===== config.mk =====
export PLATFORM = sky130hd
export DESIGN_NAME = mgem_scan_unit
export DESIGN_NICKNAME = d
export VERILOG_FILES = /design/src/hdl/mgem_pkg.sv /design/src/hdl/mgem_scan_unit.sv
export SDC_FILE = /design/constraint.sdc
export NUM_CORES = 1
export LEC_CHECK = 0
export BUFFER_PORTS_ARGS = -buffer_cell sky130_fd_sc_hd__buf_4
export CELL_PAD_IN_SITES_DETAIL_PLACEMENT = 1
export CELL_PAD_IN_SITES_GLOBAL_PLACEMENT = 1
export CORE_MARGIN = 2
export CORE_UTILIZATION = 30
export DETAILED_ROUTE_END_ITERATION = 6
export PLACE_DENSITY_LB_ADDON = 0.05
export SETUP_SLACK_MARGIN = 0.2
export SLEW_MARGIN = 20
export SYNTH_ARGS = -nofsm -noshare
export SYNTH_HDL_FRONTEND = slang
export SYNTH_SLANG_ARGS = --single-unit

===== constraint.sdc =====
create_clock -name clk -period 5.5 [get_ports clk]
set_input_delay 0.275 -clock clk [delete_from_list [all_inputs] [get_ports clk]]
set_output_delay 0.275 -clock clk [all_outputs]
set_load 0.03 [all_outputs]

===== src/hdl/mgem_pkg.sv =====
// Shared types, codes and constants of the tile grid minimum extractor.
// No dependencies; compile first.
`timescale 1ns / 1ps

package mgem_pkg;

	// Default grid geometry
	localparam int GRID_ROWS_DEF    = 18;
	localparam int GRID_COLUMNS_DEF = 16;
	localparam int GRID_LEVELS_DEF  = 2;

	// Fixed field widths
	localparam int COUNT_W     = 10;
	localparam int REG_W       = 5;
	localparam int REG_INDEX_W = 2;
	localparam int KEY_W       = 32;

	// Register indexes
	localparam logic [REG_INDEX_W-1:0] REG_MAP_WIDTH  = 2'd0;
	localparam logic [REG_INDEX_W-1:0] REG_MAP_HEIGHT = 2'd1;

	localparam logic [REG_W-1:0] MAP_WIDTH_RESET  = 5'd16;
	localparam logic [REG_W-1:0] MAP_HEIGHT_RESET = 5'd18;

	// Request modes
	localparam logic MODE_LOAD = 1'b0;
	localparam logic MODE_TAKE = 1'b1;

	typedef struct packed {
		logic               mode;
		logic               tile_level;
		logic [4:0]         tile_row;
		logic [3:0]         tile_column;
		logic               tile_movable;
		logic signed [15:0] tile_rank;
		logic [15:0]        tile_nearness;
	} request_t;

	typedef struct packed {
		logic               chosen_level;
		logic [4:0]         chosen_row;
		logic [3:0]         chosen_column;
		logic [COUNT_W-1:0] remaining_count;
		logic               grid_empty;
	} result_t;

	typedef struct packed {
		logic [REG_INDEX_W-1:0] index;
		logic [REG_W-1:0]       data;
	} regs_write_t;

	// Strobes towards the tile store
	typedef struct packed {
		logic row_rd;
		logic row_wr;
		logic key_rd;
		logic key_wr;
	} store_ctrl_t;

	// Strobes towards the compare unit
	typedef struct packed {
		logic clear;
		logic cand_valid;
	} scan_ctrl_t;

	typedef enum logic [3:0] {
		ST_IDLE,
		ST_LOAD_RD,
		ST_LOAD_WR,
		ST_SCAN_ROW,
		ST_SCAN_COLS,
		ST_SCAN_DRAIN,
		ST_CLR_RD,
		ST_CLR_WR,
		ST_FINISH
	} state_t;

	// Address width for a depth, at least one bit
	function automatic int width_of(input int depth);
		return (depth > 1) ? $clog2(depth) : 1;
	endfunction

endpackage


===== src/hdl/mgem_scan_unit.sv =====
// Shared compare unit: keeps the lowest key seen and its coordinates.
// Depends on mgem_pkg.
`timescale 1ns / 1ps

module mgem_scan_unit #(
	parameter int GRID_ROWS    = mgem_pkg::GRID_ROWS_DEF,
	parameter int GRID_COLUMNS = mgem_pkg::GRID_COLUMNS_DEF,
	parameter int GRID_LEVELS  = mgem_pkg::GRID_LEVELS_DEF
) (
	input  logic                                          clk,
	input  logic                                          arst_n,
	input  mgem_pkg::scan_ctrl_t                          ctrl,
	input  logic [mgem_pkg::KEY_W-1:0]                    cand_key,
	input  logic [mgem_pkg::width_of(GRID_LEVELS)-1:0]    cand_lvl,
	input  logic [mgem_pkg::width_of(GRID_ROWS)-1:0]      cand_row,
	input  logic [mgem_pkg::width_of(GRID_COLUMNS)-1:0]   cand_col,
	output logic                                          found,
	output logic [mgem_pkg::width_of(GRID_LEVELS)-1:0]    best_lvl,
	output logic [mgem_pkg::width_of(GRID_ROWS)-1:0]      best_row,
	output logic [mgem_pkg::width_of(GRID_COLUMNS)-1:0]   best_col
);
	import mgem_pkg::*;

	localparam int LVL_W = width_of(GRID_LEVELS);
	localparam int ROW_W = width_of(GRID_ROWS);
	localparam int COL_W = width_of(GRID_COLUMNS);

	logic             found_q;
	logic [KEY_W-1:0] best_key_q;
	logic [LVL_W-1:0] best_lvl_q;
	logic [ROW_W-1:0] best_row_q;
	logic [COL_W-1:0] best_col_q;
	logic             take_cand;

	// A later candidate wins a tie
	assign take_cand = ctrl.cand_valid &&
		(!found_q || ($signed(cand_key) <= $signed(best_key_q)));

	// Clear at the start of a scan, otherwise track the minimum
	always_ff @(posedge clk or negedge arst_n) begin
		if (!arst_n) begin
			found_q <= 1'b0;
		end else if (ctrl.clear) begin
			found_q <= 1'b0;
		end else if (take_cand) begin
			found_q <= 1'b1;
		end
	end

	always_ff @(posedge clk) begin
		if (!ctrl.clear && take_cand) begin
			best_key_q <= cand_key;
			best_lvl_q <= cand_lvl;
			best_row_q <= cand_row;
			best_col_q <= cand_col;
		end
	end

	assign found    = found_q;
	assign best_lvl = best_lvl_q;
	assign best_row = best_row_q;
	assign best_col = best_col_q;

endmodule


==> impl_metrics.tcl <==
set metrics [dict create \
    netlist_area_mm2 0.00214 \
    antenna_left 0 \
    max_freq_mhz 306 \
    initial_core_util 0.313 \
    layout_commonest_cell "buf_4" \
    ir_drop_mv 0.110 \
    fp.coreArea_mm2 0.00683 \
    gp_congestion 0.707 \
    grt_pass1_vias 1567 \
    relSlewSlack 0.434 \
    clk_latency_ns 0.29 \
    path_max_fanout 30 \
    intPower_mw 0.515 \
    finalNetCount 306 \
    die_y_um 88.4 \
    rsz0062_at_grt "no" \
    clk_pin_slew_ns 0.08 \
    io_pins 57 \
    critPathCaptureType "flop" \
    required_ns 5.45 \
    synth_nets 241 \
    path_class "reg2reg" \
    cts_tree "done" \
    clkPwrFrac 0.285 \
    drive_gt1_frac 0.297 \
    hold_violations 0 \
    finalCritPeriodShare 0.594 \
    wl_um 4330 \
    port_buffers 56 \
    sw_frac_of_total 0.242 \
    grt_max_degree 31 \
    grt-ovfl-total 0 \
    drcViolationCount 0 \
    powerDensity_mw_per_mm2 244 \
    wl_per_cell_um 13.3 \
    p_sw_mw 0.164 \
    dieArea_mm2 0.00781 \
    h-tree-depth 2 \
    finalSetupViolCount 0 \
    status "complete, no violations" \
    cts_resized 0 \
    dp_hpwl_um 3460 \
    post-cts-setup-buffers 0 \
    via_count 1459 \
    ys_seq_area_frac 0.602 \
    fin_tns_setup_ns 0 \
    n_antenna_cell 0 \
    slew_violations 0 \
    dp_slack_ns 2.10 \
    start_kind "flop" \
    min_path_type "in2reg" \
    finClkSkew_ns 0.00667 \
    setup_slack_ns 2.24 \
    areaGrowthSynthToFinish_pct 30.5 \
    cts.root.buffer_cell "clkbuf_8" \
    grt_pass1_wl_um 7240 \
    antenna_found_initial 0 \
    syn_avg_cell_area_um2 13.1 \
    cap_violations 0 \
    worstMarginPinSlew_ns 0.845 \
    std_cell_rows 30 \
    numCtsBuffers 5 \
    ys_types 24 \
    leakage_nw 1.25 \
    first_iter_violations 25 \
    ys_ff_latch 43 \
    finalCriticalPeriod_ns 3.26 \
    cts_num_sinks 43 \
    pwr-share-seq 0.564 \
    cts_buffer_depth 2 \
    grt_use_total 0.123 \
    fp.dieW_um 88.4 \
    synthCells 163 \
    via_per_inst 4.49 \
    first_pass_iters 4 \
    combPwrFrac 0.151 \
    ys_warn_count 0 \
    layout_common_cells "buf_4, edfxtp_1, inv_1, ha_1, a21oi_1" \
    arrival_ns 3.21 \
]
## critical path: stages (launching register included)
cell and delay (ns):
edfxtp_1 0.33, inv_1 0.04, ha_1 0.33, nand4_1 0.21
nor4_2 0.42, a21boi_1 0.13, nand2_1 0.11, o22ai_1 0.10
nor4b_4 0.74, buf_4 0.51
## cell type report
class | count | area, um2
Timing Repair Buffer | 58 | 438
Multi-Input combinational cell | 88 | 738
Sequential cell | 43 | 1290
Inverter | 32 | 120
Tap cell | 96 | 120
Fill cell | 757 | 4050
Clock inverter | 3 | 15.0
Clock buffer | 5 | 68.8
## synth_stat cells
master     n  area [um2]
nor2b_1    2        12.5
inv_1     32         120
edfxtp_1  42        1260
nand4_1    8        50.1
ha_1      32         400
nor4b_2    1        15.0
nand2_1    6        22.5
nor2_1     4        15.0
o211ai_1   2        15.0
o41ai_1    1        8.76
a21oi_1   13        65.1
a21boi_1   1        7.51
nor3_1     1        5.00
a211oi_1   2        15.0
o22ai_1    1        6.26
nor4_1     1        6.26
a22oi_1    1        7.51
o21ai_0    2        10.0
nand3_1    4        20.0
nand2b_1   1        6.26
nor4_2     1        12.5
or2_2      1        6.26
a21o_1     3        22.5
dfrtp_1    1        25.0
## kinds of logic after synthesis
| kind of cell | count (synthesis) | share of synthesized area |
|---|---|---|
| flops | 43 | 0.602 |
| simple gates | 30 | 0.0803 |
| fa+ha+maj | 32 | 0.187 |
| buf+inv | 32 | 0.0562 |
| compound gates | 26 | 0.0738 |
## registers in the layout, summed over array words and instances, names as in the netlist
name and cells:
best_key_q 32, found 1, best_row 5, best_lvl 1
best_col 4
## worst paths after layout
path	from	slack (ns)	cells after the start	to
setup reg to reg	best_key_q[31]	2.24	9	best_row[3]
setup / recovery	best_key_q[31]	2.24	9	best_row[3]
hold / removal	cand_col[1]	0.16	1	best_col[1]
max in group asynchronous	arst_n	5.13	2	found
min in group asynchronous	arst_n	0.30	2	found
hold reg to reg	found	0.55	2	found
## metrics by stage
stage           util  cells  hold slack [ns]  total power, mW  area (um2)
2_1_floorplan      -    163          -0.0206            0.444        2140
3_3_place_gp   0.394    316           0.0503            0.491        2690
3_5_place_dp   0.394    316           0.0512            0.495        2690
4_1_cts        0.408    325            0.144            0.694        2790
5_1_grt        0.408    325            0.141            0.717        2790
6_report       0.408    325            0.158            0.679        2790
## power by group through the flow
stage               Clock [mW]  Sequential [mW]  Combinational (mW)
floorplan                    0            0.399              0.0449
finish                   0.193            0.383               0.103
global placement             0            0.390               0.101
detailed placement           0            0.391               0.104
CTS                      0.205            0.383               0.106
global route             0.214            0.385               0.118
## per-layer routing
metal | routed length (um) | track usage
met1 | 1800 | 0.146
met2 | 2240 | 0.219
met3 | 231 | 0.0243
met4 | 55 | 0.0455
met5 | 0 | 0
## what timing repair did
action / 4_1_cts / 5_1_grt
endpoints found under the setup margin: 0 / 0
endpoints found under the hold margin: 1 / 0
hold buffers: 1 / 0
Note: power is estimated with default switching activity, not from simulation.
